$ cat src/hw/rtl/calp_pkg.sv
// Shared types, character codes and line kinds for the calculator line parser.
`timescale 1ns / 1ps

package calp_pkg;

    // Fixed field widths
    localparam int ACC_W = 54;
    localparam int CNT_W = 5;
    localparam int DIGIT_LIMIT_DEFAULT = 16;

    // Character codes
    localparam logic [7:0] CH_SPACE = 8'h20;
    localparam logic [7:0] CH_TAB   = 8'h09;
    localparam logic [7:0] CH_HASH  = 8'h23;
    localparam logic [7:0] CH_DOT   = 8'h2E;
    localparam logic [7:0] CH_MINUS = 8'h2D;
    localparam logic [7:0] CH_PLUS  = 8'h2B;
    localparam logic [7:0] CH_STAR  = 8'h2A;
    localparam logic [7:0] CH_SLASH = 8'h2F;
    localparam logic [7:0] CH_ZERO  = 8'h30;
    localparam logic [7:0] CH_NINE  = 8'h39;
    localparam logic [7:0] CH_UP_M  = 8'h4D;
    localparam logic [7:0] CH_LO_M  = 8'h6D;
    localparam logic [7:0] CH_UP_C  = 8'h43;
    localparam logic [7:0] CH_LO_C  = 8'h63;
    localparam logic [7:0] CH_UP_R  = 8'h52;
    localparam logic [7:0] CH_LO_R  = 8'h72;

    // Input actions
    localparam logic ACT_CHAR = 1'b0;
    localparam logic ACT_EOL  = 1'b1;

    // Line kinds
    typedef enum logic [3:0] {
        KIND_NUMBER   = 4'd0,
        KIND_ADD      = 4'd1,
        KIND_SUB      = 4'd2,
        KIND_MUL      = 4'd3,
        KIND_DIV      = 4'd4,
        KIND_MEM_ADD  = 4'd5,
        KIND_MEM_SUB  = 4'd6,
        KIND_MEM_CLR  = 4'd7,
        KIND_MEM_READ = 4'd8,
        KIND_EXIT     = 4'd9,
        KIND_SYNTAX   = 4'd10,
        KIND_OVERFLOW = 4'd11
    } t_kind;

    // Input item
    typedef struct packed {
        logic       action;
        logic [7:0] ch;
    } t_in;

    // Result item
    typedef struct packed {
        t_kind              line_kind;
        logic               first_present;
        logic               first_negative;
        logic [ACC_W-1:0]   first_digits;
        logic [CNT_W-1:0]   first_fraction_count;
        logic               first_overflow;
        logic               second_present;
        logic               second_negative;
        logic [ACC_W-1:0]   second_digits;
        logic [CNT_W-1:0]   second_fraction_count;
        logic               second_overflow;
    } t_out;

    // State of one operand
    typedef struct packed {
        logic [ACC_W-1:0] acc;
        logic [CNT_W-1:0] total;
        logic [CNT_W-1:0] frac;
        logic             started;
        logic             ended;
        logic             negative;
        logic             decimal;
    } t_operand;

    // Commands from the line control to one operand
    typedef struct packed {
        logic take;
        logic close;
        logic clear;
    } t_op_cmd;

endpackage

$ cat src/hw/rtl/calculator_line_parser.sv
// Top level of the calculator line parser: line control and result register.
//
// Usage: feed one line of calculator text a character per transfer on the
// input channel (action = character, ch = ASCII code), then one transfer with
// action = end of line. Character transfers produce no result. The end-of-line
// transfer produces one result item on the output channel: the line kind and
// both operands (present, sign, digits, fraction count, overflow).
// Throughput: one input transfer per cycle unless the input stalls. Each
// character updates the line and operand registers in the cycle it is taken.
// Latency: the result is valid in the cycle after the end-of-line transfer.
// The result register holds one item; input keeps flowing while it is being
// taken. While the result is valid and the receiver stalls, the input side
// stalls as well, and the stalled result holds its value.
// Reset (synchronous, active low) clears the line state and drops any
// pending result. After each end of line all line state returns to reset.
`timescale 1ns / 1ps

module calculator_line_parser
    import calp_pkg::*;
#(
    parameter int DIGIT_LIMIT = DIGIT_LIMIT_DEFAULT
) (
    input  logic i_clk,
    input  logic i_rst_n,
    input  logic i_in_valid,
    output logic o_in_stall,
    input  t_in  i_in_data,
    output logic o_out_valid,
    input  logic i_out_stall,
    output t_out o_out_data
);

    localparam logic [CNT_W-1:0] LIMIT = CNT_W'(DIGIT_LIMIT);

    t_kind r_kind;
    t_kind n_kind;
    logic  r_err;
    logic  n_err;
    logic  r_await;
    logic  n_await;
    logic  r_out_valid;
    logic  n_out_valid;
    t_out  r_out;
    t_out  n_out;

    t_operand op0;
    t_operand op1;
    t_op_cmd  cmd0;
    t_op_cmd  cmd1;
    logic     acc0;
    logic     acc1;

    logic  in_xfer;
    logic  char_go;
    logic  eol_go;
    logic  end0;
    logic  ended0;
    logic  take1;
    logic  do_switch;
    logic  ov0;
    logic  ov1;
    t_kind cls;

    calp_operand #(
        .DIGIT_LIMIT(DIGIT_LIMIT)
    ) u_first (
        .i_clk    (i_clk),
        .i_rst_n  (i_rst_n),
        .i_ch     (i_in_data.ch),
        .i_cmd    (cmd0),
        .o_accepts(acc0),
        .o_state  (op0)
    );

    calp_operand #(
        .DIGIT_LIMIT(DIGIT_LIMIT)
    ) u_second (
        .i_clk    (i_clk),
        .i_rst_n  (i_rst_n),
        .i_ch     (i_in_data.ch),
        .i_cmd    (cmd1),
        .o_accepts(acc1),
        .o_state  (op1)
    );

    // Stall input only while a result waits and the receiver stalls
    assign o_in_stall = r_out_valid & i_out_stall;
    assign in_xfer    = i_in_valid & !o_in_stall;
    assign char_go    = in_xfer & (i_in_data.action == ACT_CHAR) & !r_err & !r_await;
    assign eol_go     = in_xfer & (i_in_data.action == ACT_EOL);

    // Offer the character to the first operand, then the second
    always_comb begin
        end0      = char_go & !acc0;
        ended0    = op0.ended | op0.started;
        take1     = end0 & ended0 & acc1;
        do_switch = end0 & !take1;
        cmd0.take  = char_go & acc0;
        cmd0.close = end0;
        cmd0.clear = eol_go;
        cmd1.take  = take1;
        cmd1.close = 1'b0;
        cmd1.clear = eol_go;
    end

    // Line control: memory suffix, operators, exit mark, error latch
    always_comb begin
        n_kind  = r_kind;
        n_err   = r_err;
        n_await = r_await;
        if (eol_go) begin
            n_kind  = KIND_NUMBER;
            n_err   = 1'b0;
            n_await = 1'b0;
        end else if (in_xfer && i_in_data.action == ACT_CHAR && !r_err && r_await) begin
            n_await = 1'b0;
            case (i_in_data.ch)
                CH_PLUS:           n_kind = KIND_MEM_ADD;
                CH_MINUS:          n_kind = KIND_MEM_SUB;
                CH_UP_C, CH_LO_C:  n_kind = KIND_MEM_CLR;
                CH_UP_R, CH_LO_R:  n_kind = KIND_MEM_READ;
                default:           n_err  = 1'b1;
            endcase
        end else if (do_switch) begin
            case (i_in_data.ch)
                CH_PLUS, CH_MINUS, CH_STAR, CH_SLASH: begin
                    if (r_kind != KIND_NUMBER || !ended0) begin
                        n_err = 1'b1;
                    end else if (i_in_data.ch == CH_PLUS) begin
                        n_kind = KIND_ADD;
                    end else if (i_in_data.ch == CH_MINUS) begin
                        n_kind = KIND_SUB;
                    end else if (i_in_data.ch == CH_STAR) begin
                        n_kind = KIND_MUL;
                    end else begin
                        n_kind = KIND_DIV;
                    end
                end
                CH_SPACE, CH_TAB: begin
                end
                CH_HASH: begin
                    if (r_kind != KIND_NUMBER) begin
                        n_err = 1'b1;
                    end else begin
                        n_kind = KIND_EXIT;
                    end
                end
                CH_UP_M, CH_LO_M: begin
                    if (r_kind != KIND_NUMBER) begin
                        n_err = 1'b1;
                    end else begin
                        n_await = 1'b1;
                    end
                end
                default: n_err = 1'b1;
            endcase
        end
    end

    // Classify the finished line; an operand counts once it has started
    always_comb begin
        ov0 = op0.total > LIMIT;
        ov1 = op1.total > LIMIT;
        if (r_err || r_await) begin
            cls = KIND_SYNTAX;
        end else if (r_kind inside {[KIND_ADD:KIND_DIV]}) begin
            if (!op0.started || !op1.started) begin
                cls = KIND_SYNTAX;
            end else if (ov0 || ov1) begin
                cls = KIND_OVERFLOW;
            end else begin
                cls = r_kind;
            end
        end else if (r_kind inside {[KIND_MEM_ADD:KIND_EXIT]}) begin
            cls = (op0.started || op1.started) ? KIND_SYNTAX : r_kind;
        end else if (op0.started && ov0) begin
            cls = KIND_OVERFLOW;
        end else begin
            cls = KIND_NUMBER;
        end
    end

    // Build the result item and advance the output register
    always_comb begin
        n_out       = r_out;
        n_out_valid = r_out_valid & i_out_stall;
        if (eol_go) begin
            n_out_valid = 1'b1;
            n_out       = '0;
            n_out.line_kind = cls;
            if (cls != KIND_SYNTAX) begin
                n_out.first_present         = op0.started;
                n_out.first_negative        = op0.negative;
                n_out.first_digits          = ov0 ? '0 : op0.acc;
                n_out.first_fraction_count  = ov0 ? '0 : op0.frac;
                n_out.first_overflow        = ov0;
                n_out.second_present        = op1.started;
                n_out.second_negative       = op1.negative;
                n_out.second_digits         = ov1 ? '0 : op1.acc;
                n_out.second_fraction_count = ov1 ? '0 : op1.frac;
                n_out.second_overflow       = ov1;
            end
        end
    end

    // Hold line control state and the result valid flag
    always_ff @(posedge i_clk) begin
        if (!i_rst_n) begin
            r_kind      <= KIND_NUMBER;
            r_err       <= 1'b0;
            r_await     <= 1'b0;
            r_out_valid <= 1'b0;
        end else begin
            r_kind      <= n_kind;
            r_err       <= n_err;
            r_await     <= n_await;
            r_out_valid <= n_out_valid;
        end
    end

    // Result payload
    always_ff @(posedge i_clk) begin
        r_out <= n_out;
    end

    assign o_out_valid = r_out_valid;
    assign o_out_data  = r_out;

endmodule

$ cat src/hw/rtl/calp_operand.sv
// One decimal operand: digit accumulator, digit counts and sign/point flags.
`timescale 1ns / 1ps

module calp_operand
    import calp_pkg::*;
#(
    parameter int DIGIT_LIMIT = DIGIT_LIMIT_DEFAULT
) (
    input  logic       i_clk,
    input  logic       i_rst_n,
    input  logic [7:0] i_ch,
    input  t_op_cmd    i_cmd,
    output logic       o_accepts,
    output t_operand   o_state
);

    localparam logic [CNT_W-1:0] LIMIT = CNT_W'(DIGIT_LIMIT);

    t_operand r_op;
    t_operand n_op;

    logic       is_digit;
    logic [3:0] digit_val;

    // Classify the character against the current operand state
    always_comb begin
        is_digit  = (i_ch inside {[CH_ZERO:CH_NINE]});
        digit_val = 4'(i_ch - CH_ZERO);
        o_accepts = (i_ch == CH_SPACE) ||
                    (!r_op.ended && (is_digit ||
                                     (i_ch == CH_DOT && !r_op.decimal) ||
                                     (i_ch == CH_MINUS && !r_op.started)));
    end

    // Apply take, close or clear
    always_comb begin
        n_op = r_op;
        if (i_cmd.clear) begin
            n_op = '0;
        end else if (i_cmd.take) begin
            if (i_ch == CH_SPACE) begin
                n_op.ended = r_op.ended | r_op.started;
            end else if (is_digit) begin
                if (r_op.total < LIMIT) begin
                    n_op.acc = ACC_W'((r_op.acc << 3) + (r_op.acc << 1) + ACC_W'(digit_val));
                end
                if (r_op.total <= LIMIT) begin
                    n_op.total = r_op.total + 1'b1;
                    if (r_op.decimal) begin
                        n_op.frac = r_op.frac + 1'b1;
                    end
                end
                n_op.started = 1'b1;
            end else if (i_ch == CH_DOT) begin
                n_op.decimal = 1'b1;
                n_op.started = 1'b1;
            end else begin
                n_op.negative = !r_op.negative;
            end
        end else if (i_cmd.close) begin
            n_op.ended = r_op.ended | r_op.started;
        end
    end

    // Hold operand state
    always_ff @(posedge i_clk) begin
        if (!i_rst_n) begin
            r_op <= '0;
        end else begin
            r_op <= n_op;
        end
    end

    assign o_state = r_op;

endmodule

$ cat config.mk
export PLATFORM = sky130hd
export DESIGN_NAME = calculator_line_parser
export DESIGN_NICKNAME = d
export VERILOG_FILES = /design/src/hw/rtl/calp_pkg.sv /design/src/hw/rtl/calculator_line_parser.sv /design/src/hw/rtl/calp_operand.sv
export SDC_FILE = /design/constraint.sdc
export NUM_CORES = 1
export LEC_CHECK = 0
export ABC_AREA = 0
export BUFFER_PORTS_ARGS = -buffer_cell sky130_fd_sc_hd__buf_4
export CAP_MARGIN = 15
export CORE_ASPECT_RATIO = 0.5
export CORE_UTILIZATION = 52
export DETAILED_ROUTE_END_ITERATION = 16
export GPL_TIMING_DRIVEN = 1
export PLACE_DENSITY_LB_ADDON = 0.25
export SLEW_MARGIN = 20
export SYNTH_ARGS = -nofsm -noshare
export SYNTH_HDL_FRONTEND = slang
export SYNTH_SLANG_ARGS = --single-unit
export TNS_END_PERCENT = 10
$ cat constraint.sdc
create_clock -name i_clk -period 8.8 [get_ports i_clk]
set_input_delay 0.88 -clock i_clk [delete_from_list [all_inputs] [get_ports i_clk]]
set_output_delay 0.88 -clock i_clk [all_outputs]
set_load 0.03 [all_outputs]
==> results.txt <==
The flow ran to the end, and the final reports show no timing, DRC or antenna violations. For the total routing resource utilization after global routing, the log shows 0.238. Derived from the worst setup path, the maximum achievable clock frequency is 231 MHz. The signal on the critical path passes through buf_4 -> inv_1 -> fa_1 -> inv_1 -> ha_1 -> a211oi_1 -> o21ai_0 -> nand4_1 -> a21oi_1 -> o2111ai_1 -> a21boi_0 -> o31ai_1 -> a2111oi_0 -> a311o_1.

Predominant post-synthesis flop cell: sky130_fd_sc_hd__dfxtp_1. The congestion estimate from routability-driven global placement came to 0.927. The tools report the post-CTS setup buffer count as 0.

In this run, post-CTS hold repair placed 0 buffers. Most used cell along the critical path: sky130_fd_sc_hd__inv_1. Setup violations remaining at the end of the flow were counted as 0. Setup total negative slack on the finished layout was measured at 0 ps.

The worst hold slack is 483 ps, and the number of buffers created by CTS is 27. The placed wire-length estimate was 29700 um. In this run the count of I/O pins placed on the die edge is 143. The top cell type by total area after synthesis was sky130_fd_sc_hd__edfxtp_1. For the pin with the worst max-slew slack, the measured transition is 1060 ps.

First-pass iteration count of the detailed router: 5. The number of different library cells used by synthesis comes to 75. Kind of path behind the tightest hold check: reg2reg. The startpoint-to-endpoint class of the critical path is in2reg. Gates resized during post-CTS repair numbered 0.

The share of synthesized registers carrying an async set or reset is 0. The vertical die dimension came out at 132 um. TritonCTS built the clock tree.

For this run, the slowest stage of the critical path takes 560 ps. The run gives 33200 um2 as the area of the placeable core. The utilization after layout was 0.602; the relative area change from synthesis to final layout was 13.4%. The Yosys step of the flow raised 0 warnings. Dividing total power by cell area gives a power density of 138 nW/um2. Yosys mapped a number of flops with a built-in enable equal to 128.

The final critical-path required period is 4340 ps. The initial core utilization is 0.531, and the clock transition at the register clock pins on the worst setup and hold paths after CTS is 60 ps. In this run the horizontal extent of the chip is 262 um.

For the final antenna-violating net count, the log shows 0. Synthesis produced a netlist with a net count of 2170. Entering global routing, the biggest net connects 129 pins.

For this design, the sink count on the clock tree is 271. The worst-case headroom to the max-slew limit was 0.294. Setup repair after global routing left no endpoint under its margin. The run gives 1943 as the synthesized netlist cell count. VDD sags by at most 0.000122 V.

The repair_antennas step left the layout with diodes totalling 0. The critical path buffer and inverter count came out at 3. Port buffering added 142 buffers. The via count of the first global-routing pass is 14000, and the global-route wire length before repair is 69500 um.

The logs give 0 for the initial antenna violation count and 0.380 for the share of synthesized area occupied by flip-flops and latches. The worst setup path is captured at a flop. For the hold violation total from the final report, the log shows 0. In this design, the largest share of critical-path delay is due to compound AO/OA/AOI/OAI gates.

Area enclosed by the die boundary: 34700 um2. The fraction of final layout cells sized beyond drive strength 1 was 0.107; the total number of placement rows was 47. For the final database, setup skew stands at 20.6 ps.

Of all nets on the critical path, the largest fanout is 13. The most frequent standard cell in the layout excluding fill and tap cells is sky130_fd_sc_hd__nand2_1. After synthesis, the mean cell area works out to 9.08 um2.

Among all stages on the critical path, the largest delay is contributed by sky130_fd_sc_hd__fa_1. Using the TritonRoute via totals, the vias-per-cell ratio works out to 5.83. Kind of launch point of the worst setup path: a primary input. The logs give 0 for the remaining routing DRC violations and 3 for the largest buffer count on any clock path.

After global routing the overflow that remains totals 0. Data on the critical path is required at its endpoint by 9250 ps. The share of the synthesized area in the top cell type was 0.218; the final routed wirelength across all metal layers was 41700 um.

The count of state elements after synthesis was 271. Max-cap violations in this run came to 0. At the later pin of the worst-skew pair, clock insertion delay measures 570 ps. The run gives 0 as the max-slew violation count. The clock root buffer is sky130_fd_sc_hd__clkbuf_16. In the layout the commonest cells are 235 x sky130_fd_sc_hd__nand2_1, 210 x sky130_fd_sc_hd__ha_1, 197 x sky130_fd_sc_hd__a21oi_1. The tools report the total number of nets in the final design as 2269. In this run the static leakage power is 8.83 nW.

The final routed wire length divided by cell count was 16.7 um. The detailed-route via count is 14600, and the post-synthesis instance area is 17600 um2. Number of design-rule violations left by the first detailed-router iteration: 924.

After filler insertion, the fill cell instance count of the layout stands at 2931. The run gives 1 as the count of H-tree levels built during CTS. Ranked by total cell area, the synthesized netlist is headed by sky130_fd_sc_hd__edfxtp_1 22%, sky130_fd_sc_hd__dfxtp_1 16%, sky130_fd_sc_hd__ha_1 15%. Signal arrival time at the worst endpoint: 4790 ps. The final critical-path share of the clock period is 0.493.
synth_stat cells (48+ instances only):
| library cell | number |
|---|---|
| sky130_fd_sc_hd__nand2_1 | 236 |
| sky130_fd_sc_hd__ha_1 | 210 |
| sky130_fd_sc_hd__a21oi_1 | 199 |
| sky130_fd_sc_hd__dfxtp_1 | 143 |
| sky130_fd_sc_hd__and2_1 | 141 |
| sky130_fd_sc_hd__edfxtp_1 | 128 |
| sky130_fd_sc_hd__nor2_1 | 105 |
| sky130_fd_sc_hd__o21ai_0 | 84 |
| sky130_fd_sc_hd__clkbuf_1 | 65 |
| sky130_fd_sc_hd__a21o_1 | 59 |
| sky130_fd_sc_hd__nand3_1 | 54 |
| sky130_fd_sc_hd__xnor2_1 | 50 |
| sky130_fd_sc_hd__inv_1 | 48 |
registers in the layout, summed over array words and instances (netlist names):
register,cells
o_out_data,128
o_out_valid,1
r_await,1
r_err,1
r_kind,4
u_first.o_state,68
u_second.o_state,68
path summary, 6_finish.rpt:
check,start,depth (start not counted),endpoint,slack (ps)
setup reg to reg,u_first.o_state[14],13,u_first.o_state[59],4690
setup / recovery,i_in_data[3],14,u_first.o_state[59],4460
hold / removal,u_second.o_state[1],2,u_second.o_state[1],480
hold reg to reg,u_second.o_state[1],2,u_second.o_state[1],480
kinds of logic (layout without fill, tap and decap cells):
kind of cell | count (synthesis) | count (layout) | synth area share
DFF | 271 | 271 | 0.380
buffers and inverters | 129 | 249 | 0.0283
AOI/OAI and AO/OA | 523 | 523 | 0.186
xor gates and xnor gates | 87 | 87 | 0.0432
adders and majority gates | 214 | 214 | 0.154
muxes | 10 | 10 | 0.00568
and+or+nand+nor | 709 | 709 | 0.203
final cells by class:
cell class | count | area, um2 | share of cell area
Timing Repair Buffer | 151 | 1130 | 0.0567
Sequential cell | 271 | 6710 | 0.335
Clock buffer | 35 | 736 | 0.0368
Tap cell | 441 | 552 | 0.0276
Inverter | 48 | 188 | 0.00938
Clock inverter | 15 | 215 | 0.0108
Multi-Input combinational cell | 1543 | 10500 | 0.524
layer usage:
metal	global-route usage	wire, um
met1	0.317	19200
met2	0.406	19700
met3	0.0359	1840
met4	0.0614	949
met5	0	0
tightest hold or removal path, delay by kind of cell (launching register included):
kind | cells | cell delay (ps)
compound gates | 2 | 130
flops | 1 | 310
power breakdown:
| part | total (mW) | internal (mW) | switching (mW) | leakage, nW |
|---|---|---|---|---|
| sequential | 1.35 | 1.34 | 0.00746 | 2.34 |
| combinational | 0.153 | 0.0413 | 0.112 | 6.02 |
| clock | 1.26 | 0.739 | 0.524 | 0.467 |
| total | 2.76 | 2.12 | 0.643 | 8.83 |
metrics by stage:
stage | power, mW | worst slack (ps) | cell area (um2) | instances
6_report | 2.76 | 4460 | 20000 | 2504
5_1_grt | 2.85 | 4230 | 20000 | 2504
4_1_cts | 2.79 | 4600 | 20000 | 2504
3_5_place_dp | 1.53 | 4040 | 19100 | 2454
3_3_place_gp | 1.53 | 4170 | 19100 | 2454
2_1_floorplan | 1.47 | 4530 | 17600 | 1943
No activity file was read; power rests on OpenSTA's default activity.
